## src/bprsh_pkg.sv

```systemverilog
// Shared types and constants for the bit-packed record to sparse hit converter.
package bprsh_pkg;

	localparam int MAX_RECORD_BITS = 65568;
	localparam int MAX_OBSERVABLES = 32;

	// Widths of the configuration fields and the record state
	localparam int MB_W   = 17;
	localparam int OBS_W  = 6;
	localparam int BP_W   = 14;
	localparam int BASE_W = 13;
	localparam int MASK_W = 32;
	localparam int IDX_W  = 16;

	// Largest usable main_bits value
	localparam logic [MB_W-1:0] MAIN_CAP = MB_W'(MAX_RECORD_BITS - MAX_OBSERVABLES);

	// Register reset values
	localparam logic [MB_W-1:0]  MB_RST  = 17'd8;
	localparam logic [OBS_W-1:0] OBS_RST = 6'd0;

	// Queue between classifier and serializer
	localparam int QDEPTH = 4;
	localparam int QAW    = 2;

	// Register map (index taken from paddr[2])
	localparam logic REG_MAIN_BITS = 1'b0;
	localparam logic REG_OBS_COUNT = 1'b1;

	typedef enum logic [2:0] {
		KIND_HIT        = 3'd0,
		KIND_REC_END    = 3'd1,
		KIND_STREAM_END = 3'd2,
		KIND_TRUNC      = 3'd3,
		KIND_TOO_LARGE  = 3'd4
	} kind_t;

	// Derived configuration seen by the classifier
	typedef struct packed {
		logic [MB_W-1:0] mb_eff;
		logic [MB_W-1:0] n_bits;
		logic [BP_W-1:0] last_byte;
		logic            obs_over;
		logic            clr;
	} cfg_t;

	// One queued item: its hits, and an optional closing result
	typedef struct packed {
		logic [7:0]        hits;
		logic [BASE_W-1:0] base;
		logic              has_end;
		kind_t             end_kind;
		logic [MASK_W-1:0] mask;
	} ent_t;

endpackage

```

## src/bprsh_cfg.sv

```systemverilog
// Configuration registers with APB-style access and derived record geometry.
module bprsh_cfg (
	input  logic                   clk,
	input  logic                   arst_n,
	input  logic                   psel,
	input  logic                   penable,
	input  logic                   pwrite,
	input  logic [2:0]             paddr,
	input  logic [31:0]            pwdata,
	output logic [31:0]            prdata,
	output logic                   pready,
	output bprsh_pkg::cfg_t        cfg
);

	logic                         wr;
	logic [bprsh_pkg::MB_W-1:0]   mb_raw_q;
	logic [bprsh_pkg::OBS_W-1:0]  obs_q;
	logic [bprsh_pkg::MB_W-1:0]   mb_eff_q;
	logic [bprsh_pkg::MB_W-1:0]   n_bits_q;
	logic [bprsh_pkg::BP_W-1:0]   last_byte_q;
	logic                         obs_over_q;
	logic [bprsh_pkg::MB_W-1:0]   mb_nx;
	logic [bprsh_pkg::OBS_W-1:0]  obs_nx;
	logic [bprsh_pkg::MB_W-1:0]   eff_nx;
	logic [bprsh_pkg::MB_W-1:0]   n_nx;
	logic [bprsh_pkg::BP_W-1:0]   nb_nx;
	logic [bprsh_pkg::BP_W-1:0]   last_nx;

	assign pready = 1'b1;
	assign wr     = psel && penable && pwrite;

	// Compute next register values and record geometry
	always_comb begin
		mb_nx  = mb_raw_q;
		obs_nx = obs_q;
		if (wr && paddr[2] == bprsh_pkg::REG_MAIN_BITS) begin
			mb_nx = pwdata[bprsh_pkg::MB_W-1:0];
		end
		if (wr && paddr[2] == bprsh_pkg::REG_OBS_COUNT) begin
			obs_nx = pwdata[bprsh_pkg::OBS_W-1:0];
		end
		eff_nx  = (mb_nx > bprsh_pkg::MAIN_CAP) ? bprsh_pkg::MAIN_CAP : mb_nx;
		n_nx    = eff_nx + bprsh_pkg::MB_W'(obs_nx);
		nb_nx   = bprsh_pkg::BP_W'((n_nx + bprsh_pkg::MB_W'(7)) >> 3);
		last_nx = (nb_nx == '0) ? '0 : nb_nx - bprsh_pkg::BP_W'(1);
	end

	// Hold registers, update on write
	always_ff @(posedge clk or negedge arst_n) begin
		if (!arst_n) begin
			mb_raw_q    <= bprsh_pkg::MB_RST;
			obs_q       <= bprsh_pkg::OBS_RST;
			mb_eff_q    <= bprsh_pkg::MB_RST;
			n_bits_q    <= bprsh_pkg::MB_RST;
			last_byte_q <= '0;
			obs_over_q  <= 1'b0;
		end else if (wr) begin
			mb_raw_q    <= mb_nx;
			obs_q       <= obs_nx;
			mb_eff_q    <= eff_nx;
			n_bits_q    <= n_nx;
			last_byte_q <= last_nx;
			obs_over_q  <= (obs_nx > bprsh_pkg::OBS_W'(bprsh_pkg::MAX_OBSERVABLES));
		end
	end

	// Return register contents on read
	always_comb begin
		case (paddr[2])
			bprsh_pkg::REG_MAIN_BITS: prdata = 32'(mb_raw_q);
			bprsh_pkg::REG_OBS_COUNT: prdata = 32'(obs_q);
			default:                  prdata = '0;
		endcase
	end

	assign cfg.mb_eff    = mb_eff_q;
	assign cfg.n_bits    = n_bits_q;
	assign cfg.last_byte = last_byte_q;
	assign cfg.obs_over  = obs_over_q;
	assign cfg.clr       = wr;

endmodule

```

## src/bprsh_front.sv

```systemverilog
// Classifier: accepts bytes, sorts their bits into hits, observables and padding.
module bprsh_front (
	input  logic                         clk,
	input  logic                         arst_n,
	input  bprsh_pkg::cfg_t              cfg,
	input  logic                         in_valid,
	input  logic                         q_full,
	input  logic [7:0]                   data_byte,
	input  logic                         end_of_data,
	output logic                         in_ready,
	output logic                         push,
	output bprsh_pkg::ent_t              ent
);

	logic [bprsh_pkg::BP_W-1:0]   bp_q;
	logic [bprsh_pkg::MASK_W-1:0] acc_q;
	logic                         accept;
	logic [bprsh_pkg::MB_W-1:0]   base;
	logic signed [bprsh_pkg::MB_W:0] dmb;
	logic signed [bprsh_pkg::MB_W:0] dn;
	logic [7:0]                   hit_v;
	logic [7:0]                   bad_v;
	logic [bprsh_pkg::MASK_W-1:0] acc_new;
	logic                         rec_end;
	logic                         bad;
	logic                         done;

	assign in_ready = !q_full;
	assign accept   = in_valid && in_ready;
	assign base     = {bp_q[bprsh_pkg::MB_W-4:0], 3'b000};
	assign dmb      = $signed({1'b0, cfg.mb_eff}) - $signed({1'b0, base});
	assign dn       = $signed({1'b0, cfg.n_bits}) - $signed({1'b0, base});
	assign rec_end  = (bp_q >= cfg.last_byte);

	// Classify each bit of the byte against the record layout
	always_comb begin
		logic [6:0] off;
		acc_new = acc_q;
		hit_v   = '0;
		bad_v   = '0;
		for (int r = 0; r < 8; r++) begin
			off = 7'(7'(r) - dmb[6:0]);
			if (data_byte[r]) begin
				if (dmb > $signed((bprsh_pkg::MB_W+1)'(r))) begin
					hit_v[r] = 1'b1;
				end else if (dn > $signed((bprsh_pkg::MB_W+1)'(r))) begin
					if (off[6:5] == 2'b00) begin
						acc_new[off[4:0]] = 1'b1;
					end
				end else begin
					bad_v[r] = 1'b1;
				end
			end
		end
	end

	assign bad = (|bad_v) || cfg.obs_over;

	// Build the queue entry
	always_comb begin
		ent.base = bp_q[bprsh_pkg::BASE_W-1:0];
		if (end_of_data) begin
			ent.hits     = '0;
			ent.has_end  = 1'b1;
			ent.end_kind = (bp_q == '0) ? bprsh_pkg::KIND_STREAM_END : bprsh_pkg::KIND_TRUNC;
			ent.mask     = '0;
		end else begin
			ent.hits     = hit_v;
			ent.has_end  = rec_end;
			ent.end_kind = bad ? bprsh_pkg::KIND_TOO_LARGE : bprsh_pkg::KIND_REC_END;
			ent.mask     = bad ? '0 : acc_new;
		end
	end

	assign done = end_of_data || rec_end;
	assign push = accept && (end_of_data || (|hit_v) || rec_end);

	// Advance the byte position, restart at record end, stream end or config write
	always_ff @(posedge clk or negedge arst_n) begin
		if (!arst_n) begin
			bp_q  <= '0;
			acc_q <= '0;
		end else if (cfg.clr) begin
			bp_q  <= '0;
			acc_q <= '0;
		end else if (accept) begin
			if (done) begin
				bp_q  <= '0;
				acc_q <= '0;
			end else begin
				bp_q  <= bp_q + bprsh_pkg::BP_W'(1);
				acc_q <= acc_new;
			end
		end
	end

	// A record never runs past its last byte
	a_bp_in_record: assert property (@(posedge clk) disable iff (!arst_n)
		bp_q <= cfg.last_byte || $past(cfg.clr))
		else $error("byte position beyond record length");

endmodule

```

## src/bprsh_queue.sv

```systemverilog
// Short queue of classified items between classifier and serializer.
module bprsh_queue (
	input  logic                clk,
	input  logic                arst_n,
	input  logic                push,
	input  bprsh_pkg::ent_t     wdata,
	input  logic                pop,
	output bprsh_pkg::ent_t     rdata,
	output logic                empty,
	output logic                full
);

	bprsh_pkg::ent_t            mem_q [bprsh_pkg::QDEPTH];
	logic [bprsh_pkg::QAW-1:0]  wp_q;
	logic [bprsh_pkg::QAW-1:0]  rp_q;
	logic [bprsh_pkg::QAW:0]    cnt_q;

	assign empty = (cnt_q == '0);
	assign full  = (cnt_q == (bprsh_pkg::QAW+1)'(bprsh_pkg::QDEPTH));
	assign rdata = mem_q[rp_q];

	// Store entries
	always_ff @(posedge clk) begin
		if (push) begin
			mem_q[wp_q] <= wdata;
		end
	end

	// Advance pointers and fill count
	always_ff @(posedge clk or negedge arst_n) begin
		if (!arst_n) begin
			wp_q  <= '0;
			rp_q  <= '0;
			cnt_q <= '0;
		end else begin
			if (push) begin
				wp_q <= wp_q + bprsh_pkg::QAW'(1);
			end
			if (pop) begin
				rp_q <= rp_q + bprsh_pkg::QAW'(1);
			end
			if (push && !pop) begin
				cnt_q <= cnt_q + (bprsh_pkg::QAW+1)'(1);
			end else if (pop && !push) begin
				cnt_q <= cnt_q - (bprsh_pkg::QAW+1)'(1);
			end
		end
	end

	a_no_overflow: assert property (@(posedge clk) disable iff (!arst_n)
		push |-> !full || pop)
		else $error("queue written while full");

	a_no_underflow: assert property (@(posedge clk) disable iff (!arst_n)
		pop |-> !empty)
		else $error("queue read while empty");

endmodule

```

## src/bprsh_back.sv

```systemverilog
// Serializer: turns one queued item into its hit and closing results.
module bprsh_back (
	input  logic                          clk,
	input  logic                          arst_n,
	input  bprsh_pkg::ent_t               q_data,
	input  logic                          q_empty,
	output logic                          pop,
	output logic                          out_valid,
	input  logic                          out_ready,
	output logic [2:0]                    kind,
	output logic [bprsh_pkg::IDX_W-1:0]   hit_index,
	output logic [bprsh_pkg::MASK_W-1:0]  obs_bits,
	output logic                          last
);

	bprsh_pkg::ent_t  cur_q;
	logic             cur_valid_q;
	logic [7:0]       lo;
	logic [7:0]       rest;
	logic [2:0]       lo_idx;
	logic             has_hit;
	logic             final_res;
	logic             taken;

	assign has_hit   = (cur_q.hits != '0);
	assign lo        = cur_q.hits & (~cur_q.hits + 8'd1);
	assign rest      = cur_q.hits & ~lo;
	assign final_res = !has_hit || (rest == '0 && !cur_q.has_end);

	// Encode the lowest pending hit bit
	always_comb begin
		lo_idx = '0;
		for (int r = 0; r < 8; r++) begin
			if (lo[r]) begin
				lo_idx = 3'(r);
			end
		end
	end

	// Present the current result
	assign out_valid = cur_valid_q;
	assign kind      = has_hit ? bprsh_pkg::KIND_HIT : cur_q.end_kind;
	assign hit_index = has_hit ? {cur_q.base, lo_idx} : '0;
	assign obs_bits  = has_hit ? '0 : cur_q.mask;
	assign last      = final_res;

	assign taken = cur_valid_q && out_ready;
	assign pop   = !q_empty && (!cur_valid_q || (taken && final_res));

	// Load the next item or drop the delivered hit
	always_ff @(posedge clk or negedge arst_n) begin
		if (!arst_n) begin
			cur_valid_q <= 1'b0;
		end else if (pop) begin
			cur_valid_q <= 1'b1;
		end else if (taken && final_res) begin
			cur_valid_q <= 1'b0;
		end
	end

	always_ff @(posedge clk) begin
		if (pop) begin
			cur_q <= q_data;
		end else if (taken && !final_res) begin
			cur_q.hits <= rest;
		end
	end

	a_entry_nonempty: assert property (@(posedge clk) disable iff (!arst_n)
		cur_valid_q |-> has_hit || cur_q.has_end)
		else $error("serializer holds an item with no results");

	a_more_follow: assert property (@(posedge clk) disable iff (!arst_n)
		taken && !final_res |=> cur_valid_q)
		else $error("item dropped before its last result");

endmodule

```

## src/bit_packed_record_to_sparse_hits.sv

```systemverilog
// Top level of the bit-packed record to sparse hit converter.
//
// Input channel (in_valid/in_ready): one item per cycle, carrying data_byte
// or, with end_of_data set, the end-of-stream marker. Record bits are taken
// LSB first; each record holds main_bits + obs_count bits padded to bytes.
// Output channel (out_valid/out_ready): one result per cycle: a hit per set
// main bit in ascending order, then a record end with the observable mask,
// or stream end, truncated record or index-too-large; last marks the final
// result of an item. Items with no result (a middle byte with no hits) emit
// nothing.
// Throughput: one item per cycle while the four-entry queue has room; the
// serializer sends one result per cycle while out_ready is high, so a byte
// with k results holds it until all k are taken. An accepted item is first
// written to the queue, then loaded into the register that drives out_valid.
// A stalled receiver fills the queue, after which in_ready drops.
// Reset returns main_bits to 8, obs_count to 0 and the block to record start.
// Any register write over the APB port also returns it to record start.
module bit_packed_record_to_sparse_hits (
	input  logic                          clk,
	input  logic                          arst_n,
	input  logic                          psel,
	input  logic                          penable,
	input  logic                          pwrite,
	input  logic [2:0]                    paddr,
	input  logic [31:0]                   pwdata,
	output logic [31:0]                   prdata,
	output logic                          pready,
	input  logic                          in_valid,
	output logic                          in_ready,
	input  logic [7:0]                    data_byte,
	input  logic                          end_of_data,
	output logic                          out_valid,
	input  logic                          out_ready,
	output logic [2:0]                    kind,
	output logic [bprsh_pkg::IDX_W-1:0]   hit_index,
	output logic [bprsh_pkg::MASK_W-1:0]  obs_bits,
	output logic                          last
);

	bprsh_pkg::cfg_t  cfg;
	bprsh_pkg::ent_t  push_ent;
	bprsh_pkg::ent_t  head_ent;
	logic             push;
	logic             pop;
	logic             q_empty;
	logic             q_full;

	bprsh_cfg u_cfg (
		.clk     (clk),
		.arst_n  (arst_n),
		.psel    (psel),
		.penable (penable),
		.pwrite  (pwrite),
		.paddr   (paddr),
		.pwdata  (pwdata),
		.prdata  (prdata),
		.pready  (pready),
		.cfg     (cfg)
	);

	bprsh_front u_front (
		.clk         (clk),
		.arst_n      (arst_n),
		.cfg         (cfg),
		.in_valid    (in_valid),
		.q_full      (q_full),
		.data_byte   (data_byte),
		.end_of_data (end_of_data),
		.in_ready    (in_ready),
		.push        (push),
		.ent         (push_ent)
	);

	bprsh_queue u_queue (
		.clk    (clk),
		.arst_n (arst_n),
		.push   (push),
		.wdata  (push_ent),
		.pop    (pop),
		.rdata  (head_ent),
		.empty  (q_empty),
		.full   (q_full)
	);

	bprsh_back u_back (
		.clk       (clk),
		.arst_n    (arst_n),
		.q_data    (head_ent),
		.q_empty   (q_empty),
		.pop       (pop),
		.out_valid (out_valid),
		.out_ready (out_ready),
		.kind      (kind),
		.hit_index (hit_index),
		.obs_bits  (obs_bits),
		.last      (last)
	);

endmodule

```

## config.mk

```make
export PLATFORM = sky130hd
export DESIGN_NAME = bit_packed_record_to_sparse_hits
export DESIGN_NICKNAME = d
export VERILOG_FILES = /design/src/bprsh_pkg.sv /design/src/bprsh_cfg.sv /design/src/bprsh_front.sv /design/src/bprsh_queue.sv /design/src/bprsh_back.sv /design/src/bit_packed_record_to_sparse_hits.sv
export SDC_FILE = /design/constraint.sdc
export NUM_CORES = 1
export LEC_CHECK = 0
export BUFFER_PORTS_ARGS = -buffer_cell sky130_fd_sc_hd__buf_4
export CAP_MARGIN = 15
export CELL_PAD_IN_SITES_DETAIL_PLACEMENT = 0
export CELL_PAD_IN_SITES_GLOBAL_PLACEMENT = 2
export CORE_ASPECT_RATIO = 0.6
export CORE_MARGIN = 10
export CORE_UTILIZATION = 37
export CTS_CLUSTER_DIAMETER = 100
export DETAILED_ROUTE_END_ITERATION = 16
export PLACE_DENSITY = 0.71
export SYNTH_ARGS = -nofsm -noshare
export SYNTH_HDL_FRONTEND = slang
export SYNTH_SLANG_ARGS = --single-unit
```

## constraint.sdc

```tcl
create_clock -name clk -period 5.8 [get_ports clk]
set_clock_uncertainty 0.2 [all_clocks]
set_input_delay 0.29 -clock clk [delete_from_list [all_inputs] [get_ports clk]]
set_output_delay 0.29 -clock clk [all_outputs]
set_load 0.02 [all_outputs]
```

Word level (Yosys, flattened, before mapping). Memories as Yosys holds them, arrays and structs flattened. Cells that the tools add are included.

Register bits after elaboration: 183. RAM bits: 228. Bits of input ports: 51. Word-level logic and storage cells: 262. Memories kept: 1.

Add/subtract/negate cells: 19. $lt $le $gt $ge: 35. Equal/unequal tests: 1. Multiplexer cells: 122. Bitwise gates (word level): 13. Reduce and logical (&&, ||, !) cells: 54.

Memory list: u_queue.mem_q (words 4, width 57, read ports 1, clocked after Yosys merged registers in 0, wr ports 1, RTL line bprsh_queue.sv:13) `bprsh_pkg::ent_t mem_q [bprsh_pkg::QDEPTH];`.

Operator list (number): 2-to-1 mux 32 bit (37); OR 32 bit (8); > comparator 18 x 4 -> 1 bit, second input constant (8); > comparator 18 x 3 -> 1 bit, second input constant (4); one-hot mux 32 bit (2 select lines) (1); 2-to-1 mux 14 bit (4); 2-to-1 mux 1 bit (54); < comparator 5 x 6 -> 1 bit, second input constant (8); demux 1 bit (select 5 bit) (8); >= comparator 5 x 1 -> 1 bit, second input constant (8); > comparator 18 x 1 -> 1 bit, second input constant (2); > comparator 18 x 2 -> 1 bit, second input constant (2); 2-to-1 mux 36 bit (1); subtractor 17 x 17 -> 18 bit (2); 2-to-1 mux 17 bit (2); 2-to-1 mux 3 bit (10); logical NOT 14 bit (2); subtractor 3 x 7 -> 7 bit, first input constant (4); 2-to-1 mux 8 bit (3); logical AND 1 bit (21); adder 17 x 3 -> 17 bit, second input constant (1); adder 17 x 6 -> 17 bit (1); > comparator 17 bit, second input constant (1); bitwise AND 8 bit (2); other kinds (23) (50).

Logic depth before layout (Yosys ltp). Gate-level depths: netlist of run 1.

Depth after elaboration: 49. Mapped depth: 22. Depth with buffers taken out: 20.

By module. From an unflattened synthesis of run 1, not the netlist that was laid out.

Cells, all modules: 2182. Area total of the unflattened synthesis: 23577.6 sq um.

Modules (own cells, without submodules): bprsh_queue (instances 1, cells an instance 332, area each 8628.3 sq um, seq. area each 7021.7 sq um); bprsh_front (instances 1, cells an instance 1190, area each 8040.2 sq um, seq. area each 1151.1 sq um); bprsh_cfg (instances 1, cells an instance 502, area each 4504.3 sq um, seq. area each 1780.5 sq um); bprsh_back (instances 1, cells an instance 158, area each 2404.8 sq um, seq. area each 1736.7 sq um).

Least setup slack after synthesis of run 1. OpenSTA, ideal clock, no wires.

Kind: reg-to-reg. From: register u_back.cur_q[53] (netlist name). To: register u_queue.cnt_q[1] (netlist name). Library setup time: 0.125 ns. Data arrival time: 5.305 ns. Data required time: 5.475 ns. Slack: 0.170 ns. Cell stages (with the launch flop): 15. Period minus slack after synthesis: 5.630 ns. Cell sequence: edfxtp_1 maj3_1 o21a_1 o22ai_1 nand2b_1 maj3_1 o21ai_0 a21oi_1 nor2_1 clkbuf_1 inv_1 ha_1 inv_1 fa_1 mux2_2.

Word-level cells in the longest chain between the ends: 14.

RTL lines: start: declaration (RTL line bprsh_back.sv:16) `bprsh_pkg::ent_t cur_q;`; start signal: assignment (RTL line bprsh_back.sv:63) `cur_q <= q_data;`; NOT 8 bit (RTL line bprsh_back.sv:26) `assign lo = cur_q.hits & (~cur_q.hits + 8'd1);`; adder 8 x 1 -> 8 bit (RTL line bprsh_back.sv:26); bitwise AND 8 bit (RTL line bprsh_back.sv:26); NOT 8 bit (RTL line bprsh_back.sv:27) `assign rest = cur_q.hits & ~lo;`; bitwise AND 8 bit (RTL line bprsh_back.sv:27); logical NOT 8 bit (RTL line bprsh_back.sv:28) `assign final_res = !has_hit || (rest == '0 && !cur_q.has_end);`; logical AND 1 bit (RTL line bprsh_back.sv:28); logical OR 1 bit * (RTL line bprsh_back.sv:28); named net last (RTL line bit_packed_record_to_sparse_hits.sv:37) `output logic last`; logical AND 1 bit * (RTL line bprsh_back.sv:48) `assign pop = !q_empty && (!cur_valid_q || (taken && final_res));`; logical OR 1 bit * (RTL line bprsh_back.sv:48); logical AND 1 bit * (RTL line bprsh_back.sv:48); named net pop (RTL line bit_packed_record_to_sparse_hits.sv:44) `logic pop;`; logical NOT 1 bit (RTL line bprsh_queue.sv:42) `if (push && !pop) begin`; logical AND 1 bit (RTL line bprsh_queue.sv:42); 2-to-1 mux 3 bit / nonzero test 2 bit (equally long branches); end signal: assignment (RTL line bprsh_queue.sv:43) `cnt_q <= cnt_q + (bprsh_pkg::QAW+1)'(1);`; end signal: assignment (RTL line bprsh_queue.sv:45) `cnt_q <= cnt_q - (bprsh_pkg::QAW+1)'(1);`; end: declaration (RTL line bprsh_queue.sv:16) `logic [bprsh_pkg::QAW:0] cnt_q;`.

The timed path passes the listed nets; every way through them passes the cells marked *. A chain may end at the register's enable or synchronous reset.

Final worst setup path of run 1.
From: input pwdata[7]. To: register u_cfg.last_byte_q[3] (netlist name).

Word-level cells in the longest chain between the ends: 7.

RTL lines: start: declaration (RTL line bit_packed_record_to_sparse_hits.sv:25) `input logic [31:0] pwdata,`; 2-to-1 mux 17 bit * (RTL line bprsh_cfg.sv:36) `if (wr && paddr[2] == bprsh_pkg::REG_MAIN_BITS) begin`; > comparator 17 bit * (RTL line bprsh_cfg.sv:42) `eff_nx = (mb_nx > bprsh_pkg::MAIN_CAP) ? bprsh_pkg::MAIN_CAP : mb_nx;`; 2-to-1 mux 17 bit * (RTL line bprsh_cfg.sv:42); named net u_cfg.eff_nx (one bit) (RTL line bprsh_cfg.sv:24) `logic [bprsh_pkg::MB_W-1:0] eff_nx;`; adder 17 x 6 -> 17 bit * (RTL line bprsh_cfg.sv:43) `n_nx = eff_nx + bprsh_pkg::MB_W'(obs_nx);`; adder 17 x 3 -> 17 bit * (RTL line bprsh_cfg.sv:44) `nb_nx = bprsh_pkg::BP_W'((n_nx + bprsh_pkg::MB_W'(7)) >> 3);`; subtractor 14 x 1 -> 14 bit / logical NOT 14 bit (equally long branches) (RTL line bprsh_cfg.sv:45) `last_nx = (nb_nx == '0) ? '0 : nb_nx - bprsh_pkg::BP_W'(1);`; 2-to-1 mux 14 bit * (RTL line bprsh_cfg.sv:45); end signal: assignment (RTL line bprsh_cfg.sv:62) `last_byte_q <= last_nx;`; end: declaration (RTL line bprsh_cfg.sv:20) `logic [bprsh_pkg::BP_W-1:0] last_byte_q;`.

Marked as above.

==> impl_results.rst, run 1 <==
.. list-table::
   :header-rows: 1

   * - Metric
     - Value
   * - Post-detail-place hpwl
     - 62.3 mm
   * - Cts bufs inserted
     - 42
   * - Data required time of the worst path
     - 6020 ps
   * - Pin count of the biggest net entering global routing
     - between 60 and 70
   * - Destination of the critical timing path
     - u_cfg.last_byte_q[3]
   * - CTS tree
     - built
   * - Startpoint type of the worst setup path
     - primary input
   * - H-tree levels
     - 2
   * - Hold Path Class
     - primary input to async pin
   * - Final worst slack
     - 289 ps
   * - Dominant synthesized flop cell
     - sky130_fd_sc_hd__edfxtp_1
   * - Ports placed on the boundary
     - 138
   * - Post-Route WL
     - ~82 mm
   * - Floorplan Core Area
     - 61500 um2
   * - Maximum clock frequency
     - 181 MHz
   * - Initial antenna violation count
     - 2
   * - Number of diodes
     - 0
   * - Mean Syn Cell Area
     - 11.1 um2
   * - Clock Path Buffers
     - 3
   * - VDD IR-drop max
     - 0.234 mV
   * - Synth unique cells
     - 102
   * - Area of the mapped netlist
     - 23200 um2
   * - Part of the power in combinational logic
     - 0.446
   * - # Post-CTS Setup Buffers
     - 0
   * - Biggest area contributors in the synthesized netlist
     - sky130_fd_sc_hd__edfxtp_1 37%, sky130_fd_sc_hd__dfrtp_1 13%, sky130_fd_sc_hd__mux4_2 5.5%
   * - Layout Cell Area excl Fill
     - 27500 um2
   * - Share of layout cells above drive strength 1
     - 0.196
   * - FF-to-FF path depth
     - 19
   * - Sequential-to-total area share from yosys stat
     - 0.504
   * - Worst-margin pin slew
     - 1100 ps
   * - Wire length of the first global-routing pass
     - 121 mm
   * - Die ar.
     - 73400 um2
   * - Count of vias placed by the detailed router
     - between 15000 and 20000
   * - Root Buffer Master
     - sky130_fd_sc_hd__clkbuf_16
   * - Share of synthesized flip-flops with an asynchronous set or reset
     - 0.305
   * - Cell Rows
     - 70
   * - Number of cells in the design after placement
     - 3043
   * - Initial cell density of the core
     - 0.377
   * - Sequential Power Share
     - 0.321
   * - Launching instance or port of the critical path
     - pwdata[7]
   * - Number of flip-flops and latches in the synthesized netlist
     - 410
   * - Clock transition at path regs
     - 60 ps
   * - Vias per std cell
     - 5.89
   * - Most frequently used cell type in the post-synthesis netlist
     - sky130_fd_sc_hd__edfxtp_1
   * - Setup violation total in the final timing report
     - 0
   * - Most instantiated cells after synthesis
     - 285 x sky130_fd_sc_hd__edfxtp_1, 164 x sky130_fd_sc_hd__nand2_1, 131 x sky130_fd_sc_hd__nor2_1
   * - Startpoint of the lowest-slack register-to-register path
     - u_cfg.mb_raw_q[2]
   * - Top cell type's share of synthesized area
     - 0.369
   * - Leak Pwr
     - between 10 and 15 nW
   * - GRT Residual Overflow
     - 0
   * - Finished Layout Cells
     - between 3000 and 4000
   * - Number of detailed-routing iterations run before antenna repair
     - 8
   * - Clk network pwr share
     - 0.233
   * - Min Clock Period, post-route
     - 5510 ps
   * - Minimum setup slack among reg-to-reg paths
     - between 300 and 400 ps
   * - Power density normalized to cell area
     - ~480 nW/um2
   * - First-iteration detailed-routing DRC count
     - 2071
   * - Status
     - completed
   * - Setup Crit Path Kind
     - primary input to flop
   * - Int Pwr
     - 0.00770 W
   * - Die outline width
     - 343 um
   * - Number of nets in the final layout
     - 2401
   * - Switching Fraction
     - 0.411
   * - Average routed wire per standard cell
     - roughly 26 um
   * - Instance count of the mapped netlist
     - between 2000 and 2500
   * - Drc violations
     - 0
   * - Area added between synthesis and finish
     - 18.5%
   * - Placed inst area
     - 25600 um2
   * - Core utilization of the finished layout
     - 0.447
   * - Critical path capture point type
     - flop
   * - Count of synthesis-stage warnings from yosys
     - 0
   * - Crit Reg-Reg Endpoint
     - u_cfg.last_byte_q[3]
   * - Number of global-route vias before repair
     - 17500
   * - Count of pins over their slew limit
     - 0
   * - Share of the clock period used by the worst path
     - 0.950
   * - Die height
     - 214 um
   * - Number of enable-type register cells in the synthesized netlist
     - 285
   * - Switching pwr
     - 0.00536 W
   * - Total count of hold-check failures in the final report
     - 0
   * - Port buffer count
     - 104
   * - Worst-Skew Late Latency
     - ~600 ps
   * - Max capacitance violation total
     - 0
   * - Relative max-transition margin
     - 0.258
   * - Placement-stage worst setup slack
     - 235 ps
   * - Post-route ant nets
     - 0
   * - Signal arrival time at the worst endpoint
     - 5730 ps
   * - RD Place Congestion
     - 0.968
   * - Tot GR Track Use
     - 0.222
   * - Worst-path maximum fanout
     - 9
   * - Cell accounting for the most synthesized area
     - sky130_fd_sc_hd__edfxtp_1
   * - Number of sinks driven by the clock tree
     - 410
[placed cells by master (no fill, tap or decap), types with 14 or more instances in the layout]
master                            n
sky130_fd_sc_hd__a2111oi_0       17
sky130_fd_sc_hd__a211oi_1        28
sky130_fd_sc_hd__a21o_1          17
sky130_fd_sc_hd__a21oi_1         58
sky130_fd_sc_hd__a22o_1          25
sky130_fd_sc_hd__a32oi_1         21
sky130_fd_sc_hd__and2_1          67
sky130_fd_sc_hd__and3_1          28
sky130_fd_sc_hd__buf_4          230
sky130_fd_sc_hd__clkbuf_16       42
sky130_fd_sc_hd__conb_1          16
sky130_fd_sc_hd__dfrtp_1        118
sky130_fd_sc_hd__dlygate4sd3_1   23
sky130_fd_sc_hd__edfxtp_1       285
sky130_fd_sc_hd__ha_1            63
sky130_fd_sc_hd__inv_1           79
sky130_fd_sc_hd__mux2_2          25
sky130_fd_sc_hd__mux2i_1         21
sky130_fd_sc_hd__mux4_2          57
sky130_fd_sc_hd__nand2_1        164
sky130_fd_sc_hd__nand3_1         64
sky130_fd_sc_hd__nand4_1         22
sky130_fd_sc_hd__nor2_1         130
sky130_fd_sc_hd__nor2b_1         35
sky130_fd_sc_hd__nor3_1         121
sky130_fd_sc_hd__nor4_1          38
sky130_fd_sc_hd__o211ai_1        15
sky130_fd_sc_hd__o21a_1          14
sky130_fd_sc_hd__o21ai_0         87
sky130_fd_sc_hd__o22ai_1         19
sky130_fd_sc_hd__o31ai_1         19
sky130_fd_sc_hd__xnor2_1         43
sky130_fd_sc_hd__xor2_1          25
[routing by layer]
layer | routed length (um) | track usage | up-vias
met5 | 54 | 0.00470 | -
met2 | 29300 | 0.267 | 795
li1 | - | - | 8365
met3 | 9070 | 0.0760 | 74
met4 | 894 | 0.0362 | 4
met1 | 43200 | 0.364 | 9296
[cell type report]
cell class | count | area [um2]
inverters | 81 | 304
repair buffers | 262 | 2130
fillers | 5837 | 34000
clock buffers | 48 | 1080
clock inverters | 30 | 452
flip-flops and latches | 410 | 11700
multi-input cells | 1486 | 10800
well taps | 828 | 1040
[how the worst min path moves through the flow]
| stage | from | end | slack (ps) | cells after the start |
|---|---|---|---|---|
| detailed placement | arst_n | u_cfg.obs_q[1] | 6 | 1 |
| global route | arst_n | u_cfg.obs_q[0] | 70 | 3 |
| global placement | arst_n | u_cfg.obs_q[0] | 4 | 1 |
| CTS | arst_n | u_cfg.obs_q[1] | 30 | 3 |
| floorplan | arst_n | u_back.out_valid | -210 | 0 |
| finish | arst_n | u_cfg.obs_q[0] | 40 | 3 |
[flip-flops by register name (all words and copies together) (netlist names), 14 cells and up]
| register | cells |
|---|---|
| u_queue.mem_q | 228 |
| u_back.cur_q | 57 |
| u_front.acc_q | 32 |
| u_front.bp_q | 14 |
| u_cfg.mb_raw_q | 16 |
| u_cfg.n_bits_q | 17 |
| u_cfg.last_byte_q | 14 |
| u_cfg.mb_eff_q | 17 |
[power by group through the flow]
stage          Sequential (W)  Combinational [W]  Clock [W]
5_1_grt               0.00427            0.00626    0.00322
4_1_cts               0.00421            0.00568    0.00311
3_3_place_gp          0.00423            0.00562          0
2_1_floorplan         0.00402            0.00375          0
3_5_place_dp          0.00427            0.00564          0
6_report              0.00420            0.00583    0.00304
[worst max-delay path: stages]
cell and delay [ps]:
sky130_fd_sc_hd__dlygate4sd3_1 540, sky130_fd_sc_hd__buf_4 150, sky130_fd_sc_hd__nor4_1 470, sky130_fd_sc_hd__nand4_1 240, sky130_fd_sc_hd__o221a_2 370, sky130_fd_sc_hd__nor2_1 120, sky130_fd_sc_hd__ha_1 230, sky130_fd_sc_hd__inv_1 70
sky130_fd_sc_hd__fa_1 400, sky130_fd_sc_hd__nor2b_1 150, sky130_fd_sc_hd__o21ai_0 120, sky130_fd_sc_hd__a21o_1 220, sky130_fd_sc_hd__nor4b_1 380, sky130_fd_sc_hd__buf_4 200, sky130_fd_sc_hd__mux2_2 330, sky130_fd_sc_hd__and3_1 230
sky130_fd_sc_hd__a311oi_2 410, sky130_fd_sc_hd__nand4_1 210, sky130_fd_sc_hd__o21ai_1 290, sky130_fd_sc_hd__buf_4 220, sky130_fd_sc_hd__o22ai_1 90
[logic make-up after synthesis]
group | synth area share
multiplexers | 0.0771
other | 0.000324
AND/OR/NAND/NOR | 0.173
buffers and inverters | 0.0370
flip-flops | 0.504
AO/OA/AOI/OAI | 0.143
adder cells (fa/ha/maj) | 0.0383
XOR/XNOR | 0.0267
[metrics by stage]
step           hold slack, ps  total power [W]  setup TNS, ps
4_1_cts                  28.3           0.0130              0
6_report                 43.7           0.0131              0
3_5_place_dp             5.77          0.00990              0
3_3_place_gp             3.92          0.00986              0
2_1_floorplan            -206          0.00777              0
5_1_grt                  65.0           0.0137          -8.69
[repair_timing]
item | CTS | global route
hold endpoints to repair | 121 | 0
setup endpoints to repair | 0 | 159
hold buffers | 24 | 0
resized for setup | 0 | 9
Power figures use the tool's default switching activity.
==> inputs of run 2 (changes only) <==
--- a/config.mk
+++ b/config.mk
@@ -5,6 +5,7 @@
 export SDC_FILE = /design/constraint.sdc
 export NUM_CORES = 1
 export LEC_CHECK = 0
+export ABC_AREA = 1
 export BUFFER_PORTS_ARGS = -buffer_cell sky130_fd_sc_hd__buf_4
 export CAP_MARGIN = 15
 export CELL_PAD_IN_SITES_DETAIL_PLACEMENT = 0
@@ -14,7 +15,7 @@
 export CORE_UTILIZATION = 37
 export CTS_CLUSTER_DIAMETER = 100
 export DETAILED_ROUTE_END_ITERATION = 16
-export PLACE_DENSITY = 0.71
+export PLACE_DENSITY = 0.79
 export SYNTH_ARGS = -nofsm -noshare
 export SYNTH_HDL_FRONTEND = slang
 export SYNTH_SLANG_ARGS = --single-unit
==> impl_results.rst, run 2 <==
.. list-table::
   :header-rows: 1

   * - Metric
     - Value
   * - Status
     - completed
   * - Wire length of the first global-routing pass
     - 136 mm
   * - Crit-path max cell delay
     - between 500 and 600 ps
   * - Initial cell density of the core
     - 0.374
   * - Crit Reg-Reg Endpoint
     - u_queue.mem_q[0][19]
   * - Power density normalized to cell area
     - 483 nW/um2
   * - CTS tree
     - built
   * - Share of the clock period used by the worst path
     - 0.942
   * - Clock transition at path regs
     - about 60 ps
   * - Cell accounting for the most synthesized area
     - sky130_fd_sc_hd__edfxtp_1
   * - Count of pins over their slew limit
     - 0
   * - Area of the mapped netlist
     - 24200 um2
   * - Critical path capture point type
     - flop
   * - Switching pwr
     - 0.00619 W
   * - Number of nets in the final layout
     - 3371
   * - Startpoint of the lowest-slack register-to-register path
     - u_front.bp_q[1]
   * - Share of synthesized flip-flops with an asynchronous set or reset
     - 0.305
   * - Floorplan Core Area
     - 64500 um2
   * - Biggest area contributors in the synthesized netlist
     - sky130_fd_sc_hd__edfxtp_1 35%, sky130_fd_sc_hd__dfrtp_1 13%, sky130_fd_sc_hd__nand2_1 11%
   * - Switching Fraction
     - 0.457
   * - Port buffer count
     - 104
   * - Cts bufs inserted
     - 42
   * - Standard cell with the maximum stage delay on the critical path
     - sky130_fd_sc_hd__fa_1
   * - Int Pwr
     - 0.00736 W
   * - FF-to-FF path depth
     - 18
   * - Share of layout cells above drive strength 1
     - 0.109
   * - Instance count of the mapped netlist
     - 3086
   * - Die outline width
     - 350 um
   * - Area added between synthesis and finish
     - 16.2%
   * - Core utilization of the finished layout
     - 0.435
   * - Post-route ant nets
     - 0
   * - Top cell type's share of synthesized area
     - 0.354
   * - Synth unique cells
     - 56
   * - Min Clock Period, post-route
     - roughly 5500 ps
   * - Clk network pwr share
     - 0.206
   * - H-tree levels
     - 2
   * - Root Buffer Master
     - sky130_fd_sc_hd__clkbuf_16
   * - VDD IR-drop max
     - 0.309 mV
   * - Leading cell types in the layout, fill and taps excluded
     - 679 x sky130_fd_sc_hd__nand2_1, 579 x sky130_fd_sc_hd__nor2_1, 389 x sky130_fd_sc_hd__inv_1, 285 x sky130_fd_sc_hd__edfxtp_1, 215 x sky130_fd_sc_hd__nand3_1
   * - Sequential-to-total area share from yosys stat
     - 0.484
   * - Post-detail-place hpwl
     - 70.8 mm
   * - Flip-flop count of the largest register after layout
     - 228
   * - Setup violation total in the final timing report
     - 0
   * - Die height
     - around 220 um
   * - Leak Pwr
     - 12.2 nW
   * - Mean Syn Cell Area
     - 7.83 um2
   * - Pin count of the biggest net entering global routing
     - 88
   * - Average routed wire per standard cell
     - 22.3 um
   * - Worst-margin pin slew
     - 1040 ps
   * - Worst-Skew Late Latency
     - 600 ps
   * - Number of detailed-routing iterations run before antenna repair
     - 6
   * - Minimum setup slack among reg-to-reg paths
     - 340 ps
   * - Most instantiated cells after synthesis
     - 681 x sky130_fd_sc_hd__nand2_1, 590 x sky130_fd_sc_hd__nor2_1, 391 x sky130_fd_sc_hd__inv_1
   * - Total count of hold-check failures in the final report
     - 0
   * - Hold Path Class
     - primary input to flop
   * - Dominant synthesized flop cell
     - sky130_fd_sc_hd__edfxtp_1
   * - Clock Path Buffers
     - 3
   * - Part of the power in combinational logic
     - 0.481
   * - Drc violations
     - 0
   * - RD Place Congestion
     - 1.05
   * - Die ar.
     - 76200 um2
   * - Number of global-route vias before repair
     - about 20000
   * - Ports placed on the boundary
     - between 100 and 150
   * - Cell depth of the worst min-delay path
     - 5
   * - Number of flip-flops and latches in the synthesized netlist
     - 410
   * - Post-Route WL
     - a little over 90 mm
   * - Count of vias placed by the detailed router
     - 21700
   * - Signal arrival time at the worst endpoint
     - 5570 ps
   * - Setup Crit Path Kind
     - flop to flop
   * - Relative max-transition margin
     - 0.307
   * - GRT Residual Overflow
     - 0
   * - Cell Rows
     - between 70 and 80
   * - Register with the highest flop count
     - u_queue.mem_q
   * - Sequential Power Share
     - 0.313
   * - Count of synthesis-stage warnings from yosys
     - 0
   * - Most frequently used cell type in the post-synthesis netlist
     - sky130_fd_sc_hd__nand2_1
   * - First-iteration detailed-routing DRC count
     - 2452
   * - Data required time of the worst path
     - 5910 ps
   * - CP dominant cell by count
     - sky130_fd_sc_hd__nand3_1
   * - Number of enable-type register cells in the synthesized netlist
     - 285
   * - Maximum clock frequency
     - approximately 180 MHz
   * - Launching instance or port of the critical path
     - u_front.bp_q[1]
   * - Destination of the critical timing path
     - u_queue.mem_q[0][19]
   * - Initial antenna violation count
     - 1
   * - Vias per std cell
     - about 5.2
   * - Worst-path maximum fanout
     - 8
   * - Largest registers in the final layout
     - u_queue.mem_q x228, u_back.cur_q x57, u_front.acc_q x32
   * - Startpoint type of the worst setup path
     - flop
   * - Cell-by-cell trace of the critical path
     - inv_1 > fa_1 > nand3_1 > nand3_1 > a21oi_1 > o21ai_0 > nand3_1 > nand2_1 > xnor2_1 > nand2_1 > nor3_2 > nand3_1 > nand4_1 > o21ai_0 > nor2_1 > nand3_1 > inv_1 > nor2_1
   * - Worst Hold Margin
     - 41.7 ps
   * - Max capacitance violation total
     - 0
   * - Tot GR Track Use
     - 0.238
   * - Commonest non-fill, non-tap cell in the layout
     - sky130_fd_sc_hd__nand2_1
   * - Number of sinks driven by the clock tree
     - a little over 400
==> run 2: how the worst min path moves through the flow <==
stage	startpoint	end	slack, ps
final	pwrite	u_cfg.mb_raw_q[4]	40
after global routing	pwrite	u_cfg.mb_raw_q[4]	40
after CTS	pwrite	u_cfg.mb_raw_q[4]	8
after detailed placement	arst_n	u_cfg.obs_q[1]	210
after global placement	arst_n	u_cfg.obs_q[3]	210
after floorplan	arst_n	u_back.out_valid	-210
==> run 2: critical path: cells and delay by family (launching register included) <==
kind,cells,cell delay (ps)
AO/OA/AOI/OAI,3,600
XOR/XNOR,1,150
adder cells (fa/ha/maj),1,540
buffers and inverters,2,520
flip-flops,1,470
AND/OR/NAND/NOR,11,2700
==> run 2: routing by layer <==
metal	vias up	GRT usage	routed length [um]
li1	10400	-	-
met4	0	0.0300	847
met1	10500	0.402	50100
met5	-	0	0
met2	793	0.293	32800
met3	73	0.0612	8620
==> run 2: cell families (layout without fill, tap and decap cells) <==
family	count (synthesis)	count (layout)	share of synthesized area
buffers and inverters	521	707	0.0851
and+or+nand+nor	1651	1652	0.288
DFF	410	410	0.484
other	2	17	0.000311
adders and majority gates	67	67	0.0359
muxes	5	5	0.00233
xor gates and xnor gates	48	48	0.0174
AOI/OAI and AO/OA	382	382	0.0868
==> run 2: through the flow <==
stage	instances	total power [W]	setup slack, ps	setup TNS, ps	area, um2
3_3_place_gp	4027	0.0106	404	0	26300
2_1_floorplan	3100	0.00832	-214	-48760	24200
4_1_cts	4132	0.0135	202	0	28000
6_report	4139	0.0135	338	0	28100
5_1_grt	4138	0.0145	-18.8	-18.8	28100
3_5_place_dp	4027	0.0107	369	0	26300
==> run 2: cell type report <==
cell class / instances / area, um2
well taps: 851 / 1060
flip-flops and latches: 410 / 11700
fillers: 6577 / 36400
repair buffers: 225 / 1820
diodes: 1 / 2.50
clock buffers: 54 / 1130
inverters: 404 / 1520
clock inverters: 24 / 289
multi-input cells: 2170 / 10500
==> run 2: power by group through the flow <==
stage	Sequential [W]	Combinational, W	Clock (W)
6_report	0.00424	0.00651	0.00279
5_1_grt	0.00431	0.00718	0.00298
4_1_cts	0.00424	0.00639	0.00286
3_5_place_dp	0.00430	0.00636	0
3_3_place_gp	0.00428	0.00633	0
2_1_floorplan	0.00421	0.00411	0
==> run 2: what timing repair did <==
action,CTS,global route
endpoints found under the setup margin,0,52
resized for setup,0,12
hold buffers,27,0
endpoints found under the hold margin,131,0
buffers inserted,0,4
